$ cat config.mk
export PLATFORM = sky130hd
export DESIGN_NAME = pmp_region_table_core
export DESIGN_NICKNAME = d
export VERILOG_FILES = /design/src/rtl/pmprt_pkg.sv /design/src/rtl/pmprt_ram.sv /design/src/rtl/pmp_region_table_core.sv
export SDC_FILE = /design/constraint.sdc
export NUM_CORES = 1
export LEC_CHECK = 0
export ABC_AREA = 1
export ABC_CLOCK_PERIOD_IN_PS = 16600
export BUFFER_PORTS_ARGS = -buffer_cell sky130_fd_sc_hd__buf_2
export CORE_AREA = 8 8 244 188
export DETAILED_ROUTE_END_ITERATION = 10
export DIE_AREA = 0 0 252 196
export GPL_TIMING_DRIVEN = 0
export PLACE_DENSITY = 0.67
export SLEW_MARGIN = 15
export SYNTH_ARGS = -nofsm -noshare
export SYNTH_HDL_FRONTEND = slang
export SYNTH_SLANG_ARGS = --single-unit
$ cat constraint.sdc
create_clock -name aclk -period 16.6 [get_ports aclk]
set_clock_uncertainty 0.05 [all_clocks]
set_input_delay 0.83 -clock aclk [delete_from_list [all_inputs] [get_ports aclk]]
set_output_delay 0.83 -clock aclk [all_outputs]
set_load 0.03 [all_outputs]
$ cat src/rtl/pmprt_pkg.sv
// ----------------------------------------------------------------------------
// pmprt_pkg
// Shared types and constants of the protection region table.
// ----------------------------------------------------------------------------
package pmprt_pkg;

    localparam int ENTRY_COUNT = 8;
    localparam int TABLE_DEPTH = 8;
    localparam int SLOT_W      = $clog2(TABLE_DEPTH);
    localparam int INDEX_W     = 4;
    localparam int ADDR_W      = 32;
    localparam int CFG_W       = 8;
    localparam int PERM_W      = 8;
    localparam int ENTRY_W     = ADDR_W + CFG_W;

    localparam logic [CFG_W-1:0] MODE_OFF   = 8'h00;
    localparam logic [CFG_W-1:0] MODE_NA4   = 8'h10;
    localparam logic [CFG_W-1:0] MODE_NAPOT = 8'h18;
    localparam logic [CFG_W-1:0] LOCK_BIT   = 8'h80;
    localparam logic [PERM_W-1:0] PERM_MASK = 8'h07;
    localparam logic [ADDR_W-1:0] MIN_SIZE  = 32'd4;

    typedef enum logic [1:0] {
        REQ_SET   = 2'd0,
        REQ_LOCK  = 2'd1,
        REQ_CLEAR = 2'd2,
        REQ_READ  = 2'd3
    } req_type_t;

    typedef enum logic [1:0] {
        STS_OK     = 2'd0,
        STS_INDEX  = 2'd1,
        STS_PERM   = 2'd2,
        STS_REGION = 2'd3
    } status_t;

    typedef enum logic [0:0] {
        ST_IDLE = 1'b0,
        ST_EXEC = 1'b1
    } state_t;

    typedef struct packed {
        req_type_t          req_type;
        logic [INDEX_W-1:0] entry_index;
        logic [ADDR_W-1:0]  region_base;
        logic [ADDR_W-1:0]  region_size;
        logic [PERM_W-1:0]  permissions;
    } request_t;

    typedef struct packed {
        logic [ADDR_W-1:0] addr;
        logic [CFG_W-1:0]  cfg;
    } entry_t;

endpackage

$ cat src/rtl/pmprt_ram.sv
// ----------------------------------------------------------------------------
// pmprt_ram
// Generic single-write, single-read RAM with registered read data.
// ----------------------------------------------------------------------------
module pmprt_ram #(
    parameter int WIDTH = 8,
    parameter int DEPTH = 8,
    localparam int AW   = (DEPTH > 1) ? $clog2(DEPTH) : 1
) (
    input  logic             aclk,
    input  logic             wr_en,
    input  logic [AW-1:0]    wr_addr,
    input  logic [WIDTH-1:0] wr_data,
    input  logic [AW-1:0]    rd_addr,
    output logic [WIDTH-1:0] rd_data
);

    logic [WIDTH-1:0] mem_reg [DEPTH];
    logic [WIDTH-1:0] rd_data_reg;

    always_ff @(posedge aclk) begin
        if (wr_en) begin
            mem_reg[wr_addr] <= wr_data;
        end
        rd_data_reg <= mem_reg[rd_addr];
    end

    assign rd_data = rd_data_reg;

endmodule

$ cat src/rtl/pmp_region_table_core.sv
// ----------------------------------------------------------------------------
// pmp_region_table_core
// Requests are taken one at a time: each reads its entry from the table RAM
// (registered read), then is checked, encoded and written back while the result
// beat is registered; a stalled output holds the block until the beat is free.
// Reset: all entries read as zero (mode off, unlocked) via per-entry valid
// bits; no clearing pass, the block accepts requests as soon as reset is released.
// ----------------------------------------------------------------------------
module pmp_region_table_core (
    input  logic        aclk,
    input  logic        aresetn,
    input  logic        s_tvalid,
    output logic        s_tready,
    // entry_index[3:0], region_base[35:4], region_size[67:36],
    // permissions[75:68], zero[79:76]
    input  logic [79:0] s_tdata,
    // req_type[1:0]
    input  logic [1:0]  s_tuser,
    output logic        m_tvalid,
    input  logic        m_tready,
    // status[1:0], entry_cfg[9:2], entry_addr[41:10], zero[47:42]
    output logic [47:0] m_tdata
);

    localparam int SW = pmprt_pkg::SLOT_W;

    pmprt_pkg::state_t   state_reg, state_next;
    pmprt_pkg::request_t req_reg, req_in;
    logic [pmprt_pkg::TABLE_DEPTH-1:0] valid_reg, valid_next;
    logic        m_tvalid_reg, m_tvalid_next;
    logic [47:0] m_tdata_reg, m_tdata_next;

    logic                 accept;
    logic                 out_free;
    logic                 finish;
    logic [SW-1:0]        rd_slot;
    logic [SW-1:0]        slot;
    logic [pmprt_pkg::ENTRY_W-1:0] rd_data;
    pmprt_pkg::entry_t    cur_entry, new_entry, res_entry;
    logic                 wr_en;
    logic                 index_bad, perm_bad, region_bad, locked, is_set;
    logic [31:0]          size_m1;
    pmprt_pkg::status_t   status;

    assign req_in.req_type    = pmprt_pkg::req_type_t'(s_tuser);
    assign req_in.entry_index = s_tdata[3:0];
    assign req_in.region_base = s_tdata[35:4];
    assign req_in.region_size = s_tdata[67:36];
    assign req_in.permissions = s_tdata[75:68];

    assign accept   = s_tvalid && s_tready;
    assign out_free = !m_tvalid_reg || m_tready;
    assign slot     = req_reg.entry_index[SW-1:0];
    assign rd_slot  = (state_reg == pmprt_pkg::ST_IDLE) ? req_in.entry_index[SW-1:0] : slot;

    pmprt_ram #(
        .WIDTH (pmprt_pkg::ENTRY_W),
        .DEPTH (pmprt_pkg::TABLE_DEPTH)
    ) u_table (
        .aclk    (aclk),
        .wr_en   (wr_en),
        .wr_addr (slot),
        .wr_data (new_entry),
        .rd_addr (rd_slot),
        .rd_data (rd_data)
    );

    // invalid entries read as their reset value
    assign cur_entry = valid_reg[slot] ? pmprt_pkg::entry_t'(rd_data) : '0;

    assign index_bad  = req_reg.entry_index >= pmprt_pkg::INDEX_W'(pmprt_pkg::ENTRY_COUNT);
    assign perm_bad   = |(req_reg.permissions & ~pmprt_pkg::PERM_MASK);
    assign size_m1    = req_reg.region_size - 32'd1;
    assign region_bad = (req_reg.region_size < pmprt_pkg::MIN_SIZE)
                        || (|(req_reg.region_size & size_m1))
                        || (|(req_reg.region_base & size_m1));
    assign locked     = |(cur_entry.cfg & pmprt_pkg::LOCK_BIT);
    assign is_set     = (req_reg.req_type == pmprt_pkg::REQ_SET)
                        || (req_reg.req_type == pmprt_pkg::REQ_LOCK);

    always_comb begin
        priority if (index_bad) begin
            status = pmprt_pkg::STS_INDEX;
        end else if (is_set && perm_bad) begin
            status = pmprt_pkg::STS_PERM;
        end else if (is_set && region_bad) begin
            status = pmprt_pkg::STS_REGION;
        end else begin
            status = pmprt_pkg::STS_OK;
        end
    end

    always_comb begin
        new_entry = cur_entry;
        unique case (req_reg.req_type)
            pmprt_pkg::REQ_SET, pmprt_pkg::REQ_LOCK: begin
                if (req_reg.region_size == pmprt_pkg::MIN_SIZE) begin
                    new_entry.addr = {2'b00, req_reg.region_base[31:2]};
                    new_entry.cfg  = req_reg.permissions | pmprt_pkg::MODE_NA4;
                end else begin
                    new_entry.addr = {2'b00, req_reg.region_base[31:2]}
                                     | ({3'b000, req_reg.region_size[31:3]} - 32'd1);
                    new_entry.cfg  = req_reg.permissions | pmprt_pkg::MODE_NAPOT;
                end
                if (req_reg.req_type == pmprt_pkg::REQ_LOCK) begin
                    new_entry.cfg = new_entry.cfg | pmprt_pkg::LOCK_BIT;
                end
            end
            pmprt_pkg::REQ_CLEAR: begin
                new_entry.addr = '0;
                new_entry.cfg  = pmprt_pkg::MODE_OFF;
            end
            pmprt_pkg::REQ_READ: begin
                new_entry = cur_entry;
            end
            default: begin
                new_entry = cur_entry;
            end
        endcase
    end

    always_comb begin
        state_next = state_reg;
        unique case (state_reg)
            pmprt_pkg::ST_IDLE: begin
                if (accept) state_next = pmprt_pkg::ST_EXEC;
            end
            pmprt_pkg::ST_EXEC: begin
                if (out_free) state_next = pmprt_pkg::ST_IDLE;
            end
            default: state_next = pmprt_pkg::ST_IDLE;
        endcase
    end

    always_comb begin
        s_tready      = (state_reg == pmprt_pkg::ST_IDLE);
        finish        = (state_reg == pmprt_pkg::ST_EXEC) && out_free;
        wr_en         = finish && !index_bad && !locked && (status == pmprt_pkg::STS_OK)
                        && (req_reg.req_type != pmprt_pkg::REQ_READ);
        res_entry     = index_bad ? '0 : (wr_en ? new_entry : cur_entry);
        valid_next    = valid_reg;
        if (wr_en) begin
            valid_next[slot] = 1'b1;
        end
        m_tvalid_next = m_tvalid_reg && !m_tready;
        m_tdata_next  = m_tdata_reg;
        if (finish) begin
            m_tvalid_next = 1'b1;
            m_tdata_next  = {6'b0, res_entry.addr, res_entry.cfg, status};
        end
    end

    always_ff @(posedge aclk) begin
        if (!aresetn) begin
            state_reg    <= pmprt_pkg::ST_IDLE;
            valid_reg    <= '0;
            m_tvalid_reg <= 1'b0;
        end else begin
            state_reg    <= state_next;
            valid_reg    <= valid_next;
            m_tvalid_reg <= m_tvalid_next;
        end
    end

    always_ff @(posedge aclk) begin
        if (accept) begin
            req_reg <= req_in;
        end
        m_tdata_reg <= m_tdata_next;
    end

    assign m_tvalid = m_tvalid_reg;
    assign m_tdata  = m_tdata_reg;

endmodule

==> metrics.txt, run 1 <==
postcts setup bufs=0; top-count cell post-synth=nor2_1; Final WS setup=11.36 ns; fmax=between 150 and 200 MHz; dpl hpwl=approximately 41 mm; Fin. Hold Viols=0; drt first pass iters=7; min Tclk post-route=5.24 ns; Crit. End Element=register; Core Footprint=~42000 µm²; max reg flops=320; Data required, critical path=approximately 17 ns; Multi-input gate area=between 5000 and 6000 µm²; H-tree Lvls=2; Syn Area/Cell=approximately 11 µm²; Die H=around 200 µm; ys flop type=edfxtp_1; Vias per Instance=approximately 5.5; Yosys reg bits=490; synth unique cells=38; PD cells=112 nW/µm²; detailed-route DRC error count=0; pin count of the biggest net entering global routing=30; Max clock buf depth=3; starting density of the core=between 40 and 50%; synth warn=0; Syn Inst Count=1880; setup_tns=0 ns; post-layout util=56.7%; Synth top cells by count=nor2_1, edfxtp_1, nand2_1; row cnt=66; Clock Pin Slew Worst Setup and Hold Paths=about 0.06 ns; routed len/inst=21.5 µm; sequential share of the synthesized area=around 69%; Reg area=14200 µm²; io pins=136; Worst EP arrival=5.44 ns; outcome=finished, final reports clean; critical-path maximum fanout=23; area of the mapped netlist=20700 µm²; Num CTS Buffers=46; Tot GR Track Use=23.0%; vias in the first global route=14052; Clock Latency Late Sink=0.58 ns; area leader, netlist=edfxtp_1; Final setup viols=0; CTS tree=built; Worst Setup Path Type=reg2reg; worst path cell trace=inv_1 -> ha_1 -> inv_1 -> nor2_1 -> clkbuf_1 -> nand2_1 -> ha_1 -> nor2_1 -> nand4_1 -> nor2_1 -> nand2_1 -> nor2_1 -> nand2_1 -> nand2_1 -> nand4_1 -> buf_2 -> nor2_4 -> buf_12; slowest cell on the critical path=clkbuf_1; Vias=14897; Synth area leaders=edfxtp_1, nor2_1, nand2_1; initial antenna violation count=2; Filler Cell Count=3561; crit path launch type=register; Routed Antenna Nets=0; Die W=252 µm; VDD IR max=0.000113 V; ant diodes=0; first-iteration detailed-routing DRC count=1835; Worst path max stage delay=0.64 ns; first-pass GRT wire length=~86 mm; static leakage=approximately 9 nW; RSZ-0062 raised after global routing=no; Slew headroom=24.6%; post-CTS sizing=0; class of the worst hold path=in2reg; clk root buf=clkbuf_16; fin area=24000 µm²; max cap viols=0; routability cong.=approximately 0.95; Yosys top cell area share=63.9%; share of layout cells above drive strength 1=13.8%; GR Overflow Total=0; dpl ws=11.67 ns; dpl cell area=22500 µm²; PortBufs=125; Layout area overhead=15.9%; Async S/R FF share, synth=0%; fin. max-slew vios=0; Tcrit/Tclk final=between 30% and 40%; EDFF count, synth=440; CTS Hold Buffers Added=0; hold_ws=0.380 ns; Final #Nets=~2200; clock sink count=490; Die ar.=49400 µm²; total wire length=around 58 mm; slew at the pin closest to its max-slew limit=1.12 ns
## layer usage
metal  share of wire [%]  GRT usage (%)  routed length [µm]  vias to the layer above
li1                    -              -                   -                     6861
met1                  44           34.9               25600                     7161
met2                  42           33.0               24500                      786
met3                  11           5.51                6570                       87
met4                 2.2           5.63                1250                        2
met5               0.016              0                   9                        -
## path summary, 6_finish.rpt
check	end	start	slack, ns	depth (start not counted)
max reg2reg	u_table.mem_reg[7][12]$_DFFE_PP_	req_reg[8]$_DFFE_PP_	11.36	18
min reg2reg	valid_reg[7]$_SDFFE_PN0P_	valid_reg[7]$_SDFFE_PN0P_	0.42	2
min	req_reg[44]$_DFFE_PP_	s_tdata[8]	0.38	1
max	u_table.mem_reg[7][12]$_DFFE_PP_	req_reg[8]$_DFFE_PP_	11.36	18
## cells by family (layout without fill, tap and decap cells)
| kind of cell | Yosys count | after routing | share of synthesized area, % |
|---|---|---|---|
| xor+xnor | 19 | 19 | 0.805 |
| flops | 490 | 490 | 68.8 |
| simple gates | 822 | 822 | 15.8 |
| fa+ha+maj | 34 | 34 | 2.06 |
| buf+inv | 205 | 434 | 4.35 |
| compound gates | 309 | 309 | 8.20 |
| other cells | 1 | 6 | 0.0181 |
## through the flow
step / instances / power, mW
floorplan: 1885 / 1.59
global placement: 2588 / 1.68
detailed placement: 2607 / 1.69
CTS: 2692 / 2.69
global route: 2692 / 2.77
finish: 2692 / 2.68
## placed cells by master (no fill, tap or decap), drive strengths merged, types with 16 or more instances in the layout
cell and instances:
nor2 455, edfxtp 440, nand2 306, o21ai 191, buf 187, clkbuf 119, inv 108, o22ai 52
dfxtp 50, nand3 44, a31oi 40, ha 34, clkinv 17, a21oi 16
## cell type report
cell class | count | share of cell area [%]
inverters | 109 | 1.72
multi-input cells | 1190 | 23.6
plain buffers | 96 | 2.04
repair buffers | 144 | 4.39
clock inverters | 19 | 0.611
clock buffers | 66 | 5.33
well taps | 578 | 3.02
flip-flops and latches | 490 | 59.3
## critical path, delay by kind of cell (launching register included)
| kind | cells | cell delay, ns |
|---|---|---|
| adder cells (fa/ha/maj) | 2 | 0.44 |
| AND/OR/NAND/NOR | 11 | 2.55 |
| flip-flops | 1 | 0.39 |
| buffers and inverters | 5 | 1.44 |
## report_power, final
group	switching (mW)	leakage (nW)	internal (mW)
registers	0.0204	4.49	1.39
clock network	0.447	0.702	0.567
logic	0.188	3.84	0.0725
No activity file was read; power rests on OpenSTA's default activity.
==> inputs of run 2 (changes only) <==
--- a/config.mk
+++ b/config.mk
@@ -5,14 +5,14 @@
 export SDC_FILE = /design/constraint.sdc
 export NUM_CORES = 1
 export LEC_CHECK = 0
-export ABC_AREA = 1
-export ABC_CLOCK_PERIOD_IN_PS = 16600
+export ABC_AREA = 0
+export ABC_CLOCK_PERIOD_IN_PS = 4800
 export BUFFER_PORTS_ARGS = -buffer_cell sky130_fd_sc_hd__buf_2
-export CORE_AREA = 8 8 244 188
+export CORE_AREA = 8 8 240 185
 export DETAILED_ROUTE_END_ITERATION = 10
-export DIE_AREA = 0 0 252 196
+export DIE_AREA = 0 0 248 193
 export GPL_TIMING_DRIVEN = 0
-export PLACE_DENSITY = 0.67
+export PLACE_DENSITY = 0.7
 export SLEW_MARGIN = 15
 export SYNTH_ARGS = -nofsm -noshare
 export SYNTH_HDL_FRONTEND = slang
==> constraint.sdc (replaced) <==
create_clock -name aclk -period 4.8 [get_ports aclk]
set_clock_uncertainty 0.05 [all_clocks]
set_input_delay 0.24 -clock aclk [delete_from_list [all_inputs] [get_ports aclk]]
set_output_delay 0.24 -clock aclk [all_outputs]
set_load 0.03 [all_outputs]
==> metrics.txt, run 2 <==
RR Startpoint=req_reg[22]$_DFFE_PP_; Max clock buf depth=3 (unchanged); Slew headroom=11.7% (-13 points); starting density of the core=48.9% (about the same); min Tclk post-route=4.89 ns (-0.347 ns); Tot GR Track Use=25.0% (+2.0 points); Data required, critical path=5.05 ns (-11.75 ns); commonest non-fill, non-tap cell in the layout=edfxtp_1; CP Buf/Inv Count=5 (unchanged); Worst Setup Path Type=reg2reg; CP Depth=17 (-1); Syn Area/Cell=17.1 µm² (+56%); slew at the pin closest to its max-slew limit=1.32 ns (+0.197 ns); most frequent cells in the layout=edfxtp_1, buf_2, mux4_2; share of layout cells above drive strength 1=32.4% (+19 points); PortBufs=125 (unchanged); VDD IR max=0.000253 V (+120%); routed len/inst=29.4 µm (+37%); Die ar.=47900 µm² (-3.1%); Yosys reg bits=490 (unchanged); crit path launch type=register; dpl hpwl=37.7 mm (-7.3%); row cnt=65 (-1.5%); CP endpoint=u_table.mem_reg[0][30]$_DFFE_PP_; fin. max-slew vios=0 (unchanged); Routed Antenna Nets=0 (unchanged); fmax=204 MHz (+7.1%); H-tree Lvls=2 (unchanged); Die H=193 µm (-1.5%); Worst EP arrival=5.14 ns (-0.30 ns); Final setup viols=45 (+45); initial antenna violation count=2 (unchanged); Tcrit/Tclk final=102% (+70 points); total wire length=62.2 mm (+7.3%); dpl cell area=21700 µm² (-3.6%); Clock Latency Late Sink=0.58 ns (about the same); Fin. Hold Viols=0 (unchanged); Vias per Instance=6.22 (+12%); Num CTS Buffers=47 (+2.2%); first-pass GRT wire length=85.7 mm (-0.21%); pin count of the biggest net entering global routing=46 (+53%); first-iteration detailed-routing DRC count=1837 (+0.11%); Core Footprint=40900 µm² (-3.2%); top-count cell post-synth=edfxtp_1; ys flop type=edfxtp_1; worst reg2reg path depth=17 (-1); GR Overflow Total=0 (unchanged); max reg flops=320 (unchanged); drt first pass iters=7 (unchanged); slowest cell on the critical path=or4_4; CTS tree=built; fin area=25500 µm² (+6.4%); static leakage=8.80 nW (-2.6%); detailed-route DRC error count=0 (unchanged); Final #Nets=1661 (-24%); violated checks=setup timing; area of the mapped netlist=20000 µm² (-3.2%); Worst path max stage delay=0.58 ns (-0.06 ns); area leader, netlist=edfxtp_1; Async S/R FF share, synth=0% (unchanged); Die W=248 µm (-1.6%); Vias=13168 (-12%); Syn Inst Count=1167 (-38%); Final WS setup=-0.0904 ns (-11.45 ns); max cap viols=0 (unchanged); Yosys top cell area share=66.1% (+2.1 points); RSZ-0062 raised after global routing=yes; synth unique cells=58 (+53%); Placed Instances=1849 (-29%); io pins=136 (unchanged); Crit. End Element=register; clk root buf=clkbuf_16; Worst R2R End=u_table.mem_reg[0][30]$_DFFE_PP_; Worst Setup SP=req_reg[22]$_DFFE_PP_; Layout area overhead=27.5%; PD cells=372 nW/µm² (+230%); routability cong.=0.951 (+0.38%); Pwr Total=9.48 mW (+250%); EDFF count, synth=440 (unchanged); Synth area leaders=edfxtp_1, mux4_2, dfxtp_1; synth warn=0 (unchanged); outcome=finished, violations left; ant diodes=0 (unchanged); Clock Pin Slew Worst Setup and Hold Paths=0.06 ns (about the same); vias in the first global route=12578 (-10%); class of the worst hold path=in2reg; reg2reg setup slack=-0.09 ns (-11.45 ns); fin cells=2116 (-21%); worst path cell trace=or4_4 -> or3_4 -> nor3_1 -> nand2_1 -> ha_1 -> nand2b_1 -> o2111ai_1 -> nor4_4 -> buf_4 -> o21ai_4 -> o31ai_4 -> nand2_4 -> buf_12 -> nor4_4 -> buf_8 -> buf_12 -> clkbuf_16; Crit path max-delay family=simple AND/OR/NAND/NOR gates; Synth top cells by count=edfxtp_1, mux4_2, o21ai_0; sequential share of the synthesized area=71.1% (+2.3 points); clock sink count=490 (unchanged); critical-path maximum fanout=8 (-65%)
==> run 2: layout make-up <==
| cell class | instances | area (µm²) |
|---|---|---|
| plain buffers | 62 | 323 |
| clock inverters | 27 | 262 |
| repair buffers | 307 | 2720 |
| multi-input cells | 598 | 5890 |
| inverters | 35 | 131 |
| well taps | 536 | 671 |
| flip-flops and latches | 490 | 14200 |
| clock buffers | 61 | 1290 |
| fillers | 2866 | 15400 |
==> run 2: worst reg2reg max path: stages (launching register included) <==
cell,delay [ns]
edfxtp_1,0.41
or4_4,0.58
or3_4,0.46
nor3_1,0.36
nand2_1,0.10
ha_1,0.28
nand2b_1,0.17
o2111ai_1,0.25
nor4_4,0.32
buf_4,0.18
o21ai_4,0.08
o31ai_4,0.31
nand2_4,0.12
buf_12,0.17
nor4_4,0.31
buf_8,0.17
buf_12,0.14
clkbuf_16,0.16
==> run 2: metrics by stage <==
step           setup TNS, ns  worst slack, ns  util [%]  hold slack (ns)
6_report               -1.92          -0.0904      62.3            0.169
5_1_grt               -19.74           -0.226      62.3            0.171
4_1_cts                    0          0.00673      60.6            0.129
3_5_place_dp         -514.70            -2.06      53.1            0.368
3_3_place_gp         -921.53            -3.67      52.4            0.366
2_1_floorplan        -101.44           -0.896         -            0.289
==> run 2: what timing repair did <==
action / in CTS / in global routing
hold buffers: 80 / 0
gates cloned: 15 / 6
pin swaps: 12 / 15
endpoints found under the hold margin: 80 / 0
setup buffers: 40 / 44
resized for setup: 33 / 55
endpoints found under the setup margin: 370 / 345
==> run 2: worst min-delay path by stage <==
stage / startpoint / endpoint / slack [ns] / depth (start not counted)
after floorplan: s_tdata[68] / req_reg[0]$_DFFE_PP_ / 0.29 / 0
after global placement: s_tdata[26] / req_reg[62]$_DFFE_PP_ / 0.37 / 1
after detailed placement: s_tuser[0] / req_reg[76]$_DFFE_PP_ / 0.37 / 1
after CTS: aresetn / valid_reg[7]$_SDFFE_PN0P_ / 0.13 / 3
after global routing: aresetn / valid_reg[2]$_SDFFE_PN0P_ / 0.17 / 3
final: aresetn / valid_reg[3]$_SDFFE_PN0P_ / 0.17 / 3
==> run 2: cells by family after synthesis <==
group | share of synthesized area [%]
AOI/OAI and AO/OA | 5.42
xor gates and xnor gates | 1.14
adders and majority gates | 2.13
buffers and inverters | 2.12
DFF | 71.1
muxes | 11.7
other | 0.0188
and+or+nand+nor | 6.36
==> run 2: report_power, final <==
part	internal, mW	switching (mW)
clock	2.13	1.58
combinational	0.353	0.505
sequential	4.81	0.111
total	7.28	2.20
==> run 2: metal layers <==
metal,vias up,track usage [%],routed length [µm],share of wire (%)
li1,5446,-,-,-
met1,6681,34.7,24700,40
met2,865,37.9,28000,45
met3,172,7.03,7050,11
met4,4,8.82,2310,3.7
met5,-,0,27,0.043
==> inputs of run 3 (changes only) <==
--- a/config.mk
+++ b/config.mk
@@ -6,13 +6,13 @@
 export NUM_CORES = 1
 export LEC_CHECK = 0
 export ABC_AREA = 0
-export ABC_CLOCK_PERIOD_IN_PS = 4800
+export ABC_CLOCK_PERIOD_IN_PS = 5900
 export BUFFER_PORTS_ARGS = -buffer_cell sky130_fd_sc_hd__buf_2
 export CORE_AREA = 8 8 240 185
 export DETAILED_ROUTE_END_ITERATION = 10
 export DIE_AREA = 0 0 248 193
 export GPL_TIMING_DRIVEN = 0
-export PLACE_DENSITY = 0.7
+export PLACE_DENSITY = 0.67
 export SLEW_MARGIN = 15
 export SYNTH_ARGS = -nofsm -noshare
 export SYNTH_HDL_FRONTEND = slang
==> constraint.sdc (replaced) <==
create_clock -name aclk -period 5.9 [get_ports aclk]
set_clock_uncertainty 0.05 [all_clocks]
set_input_delay 0.295 -clock aclk [delete_from_list [all_inputs] [get_ports aclk]]
set_output_delay 0.295 -clock aclk [all_outputs]
set_load 0.03 [all_outputs]
==> metrics.txt, run 3 (synthesized netlist as in run 2, its figures left out) <==
PD cells=323 nW/µm² (-13%); detailed-route DRC error count=0 (unchanged); Max clock buf depth=3 (unchanged); first-iteration detailed-routing DRC count=1432 (-22%); max reg flops=320 (unchanged); io pins=136 (unchanged); Die H=193 µm (unchanged); Final setup viols=0 (-100%); first-pass GRT wire length=81.5 mm (-4.9%); clk root buf=clkbuf_16; RSZ-0062 raised after global routing=no; Clock Pin Slew Worst Setup and Hold Paths=0.07 ns (about the same); worst path cell trace=inv_1 -> ha_1 -> nor4b_4 -> nand2_1 -> nor3_2 -> nand3_1 -> or4_1 -> ha_1 -> nor4_1 -> nand4_1 -> nor2_1 -> nand3_1 -> o31ai_4 -> nand2_1 -> buf_2 -> nor3b_4 -> buf_8 -> buf_8; Worst Setup SP=req_reg[11]$_DFFE_PP_; dpl hpwl=37.7 mm (+0.23%); outcome=finished, final reports clean; Final #Nets=1577 (-5.1%); starting density of the core=48.9% (unchanged); hold path start=aresetn; row cnt=65 (unchanged); Worst Setup Path Type=reg2reg; Tot GR Track Use=23.6% (-1.4 points); Tcrit/Tclk final=94.4% (-7.4 points); Worst path max stage delay=0.51 ns (-0.07 ns); routability cong.=0.981 (+3.1%); fin cells=2031 (-4.0%); Clock Latency Late Sink=0.56 ns (-0.02 ns); Fin. Hold Viols=0 (unchanged); share of layout cells above drive strength 1=27.2% (-5.2 points); hold_ws=0.218 ns (+0.0490 ns); Slew headroom=16.5% (+4.8 points); Worst EP arrival=5.79 ns (+0.65 ns); CTS tree=built; fin. max-slew vios=0 (unchanged); Data required, critical path=6.11 ns (+1.06 ns); slowest cell on the critical path=edfxtp_1; static leakage=8.29 nW (-5.8%); max cap viols=0 (unchanged); H-tree Lvls=2 (unchanged); crit path launch type=register; GR Overflow Total=0 (unchanged); commonest non-fill, non-tap cell in the layout=edfxtp_1; Routed Antenna Nets=0 (unchanged); slew at the pin closest to its max-slew limit=1.25 ns (-0.0722 ns); vias in the first global route=12230 (-2.8%); routed len/inst=28.3 µm (-3.7%); Vias per Instance=5.99 (-3.7%); min Tclk post-route=5.57 ns (+0.682 ns); Crit. End Element=register; setup_tns=0 ns (+1.92 ns); Placed Instances=1855 (+0.32%); pin count of the biggest net entering global routing=46 (unchanged); drt first pass iters=6 (-1); fmax=179 MHz (-12%); clock sink count=490 (unchanged); total wire length=57.5 mm (-7.6%); Layout area overhead=21.9%; Filler Cell Count=3030 (+5.7%); Num CTS Buffers=46 (-2.1%); RR Startpoint=req_reg[11]$_DFFE_PP_; Vias=12169 (-7.6%); class of the worst hold path=in2reg; VDD IR max=0.000236 V (-6.4%); critical-path maximum fanout=11 (+3); Die ar.=47900 µm² (unchanged); Die W=248 µm (unchanged); most frequent cells in the layout=edfxtp_1, buf_2, mux4_2; PortBufs=125 (unchanged); initial antenna violation count=2 (unchanged); Core Footprint=40900 µm² (unchanged)
## run 3: changes by cell type in the layout (fill, tap and decap cells not counted), sizes merged
cell and delta:
clkinv -2, inv -1, buf -66, and3 -9, clkinvlp +1, clkbuf -12, and4b -3, bufinv +6
diode +1
## run 3: worst max-delay path, delay by kind of cell (launching register included)
kind | cells | cell delay [ns]
compound gates | 1 | 0.28
fa+ha+maj | 2 | 0.51
buf+inv | 4 | 0.89
flops | 1 | 0.51
simple gates | 11 | 3.01
## run 3: power by group
part	internal, mW	leakage (nW)	total, mW	switching [mW]
registers	3.91	4.50	4.00	0.0873
logic	0.270	2.99	0.658	0.387
clock network	1.94	0.805	3.22	1.28
## run 3: timing repair
action	4_1_cts	5_1_grt
cloned	0	3
endpoints found under the hold margin	80	0
pin swaps	3	3
gates resized for setup	8	7
endpoints found under the setup margin	337	233
buffers inserted	5	3
hold buffers	80	0
## run 3: routing by layer
layer	track usage (%)	vias to the layer above	part of all wire, %
li1	-	5236	-
met1	33.0	6141	42
met2	36.5	660	46
met3	5.77	130	9.1
met4	7.53	2	3.4
met5	0	-	0.023
## run 3: cell type report
| type | count | area (µm²) | share of cell area, % |
|---|---|---|---|
| Antenna cell | 1 | 2.50 | 0.0103 |
| Timing Repair Buffer | 235 | 1830 | 7.51 |
| Clock buffer | 54 | 1230 | 5.05 |
| Tap cell | 536 | 671 | 2.75 |
| Buffer | 63 | 289 | 1.19 |
| Multi-Input combinational cell | 586 | 5590 | 22.9 |
| Sequential cell | 490 | 14200 | 58.3 |
| Clock inverter | 31 | 425 | 1.74 |
| Inverter | 35 | 131 | 0.539 |
## run 3: worst paths after layout
check | slack (ns) | end | depth (start not counted)
setup / recovery | 0.33 | u_table.mem_reg[1][39]$_DFFE_PP_ | 18
hold / removal | 0.22 | valid_reg[3]$_SDFFE_PN0P_ | 3
setup reg to reg | 0.33 | u_table.mem_reg[1][39]$_DFFE_PP_ | 18
hold reg to reg | 0.43 | valid_reg[3]$_SDFFE_PN0P_ | 1
## run 3: stage by stage
step | area [µm²] | setup slack (ns) | utilization, % | total power, mW
final | 24400 | 0.328 | 59.6 | 7.88
after global placement | 21400 | -3.44 | 52.2 | 4.65
after floorplan | 20100 | -0.133 | - | 4.41
after global routing | 24400 | 0.0145 | 59.6 | 8.09
after detailed placement | 21700 | -1.20 | 53.2 | 4.66
after CTS | 24300 | 0.0175 | 59.4 | 7.89
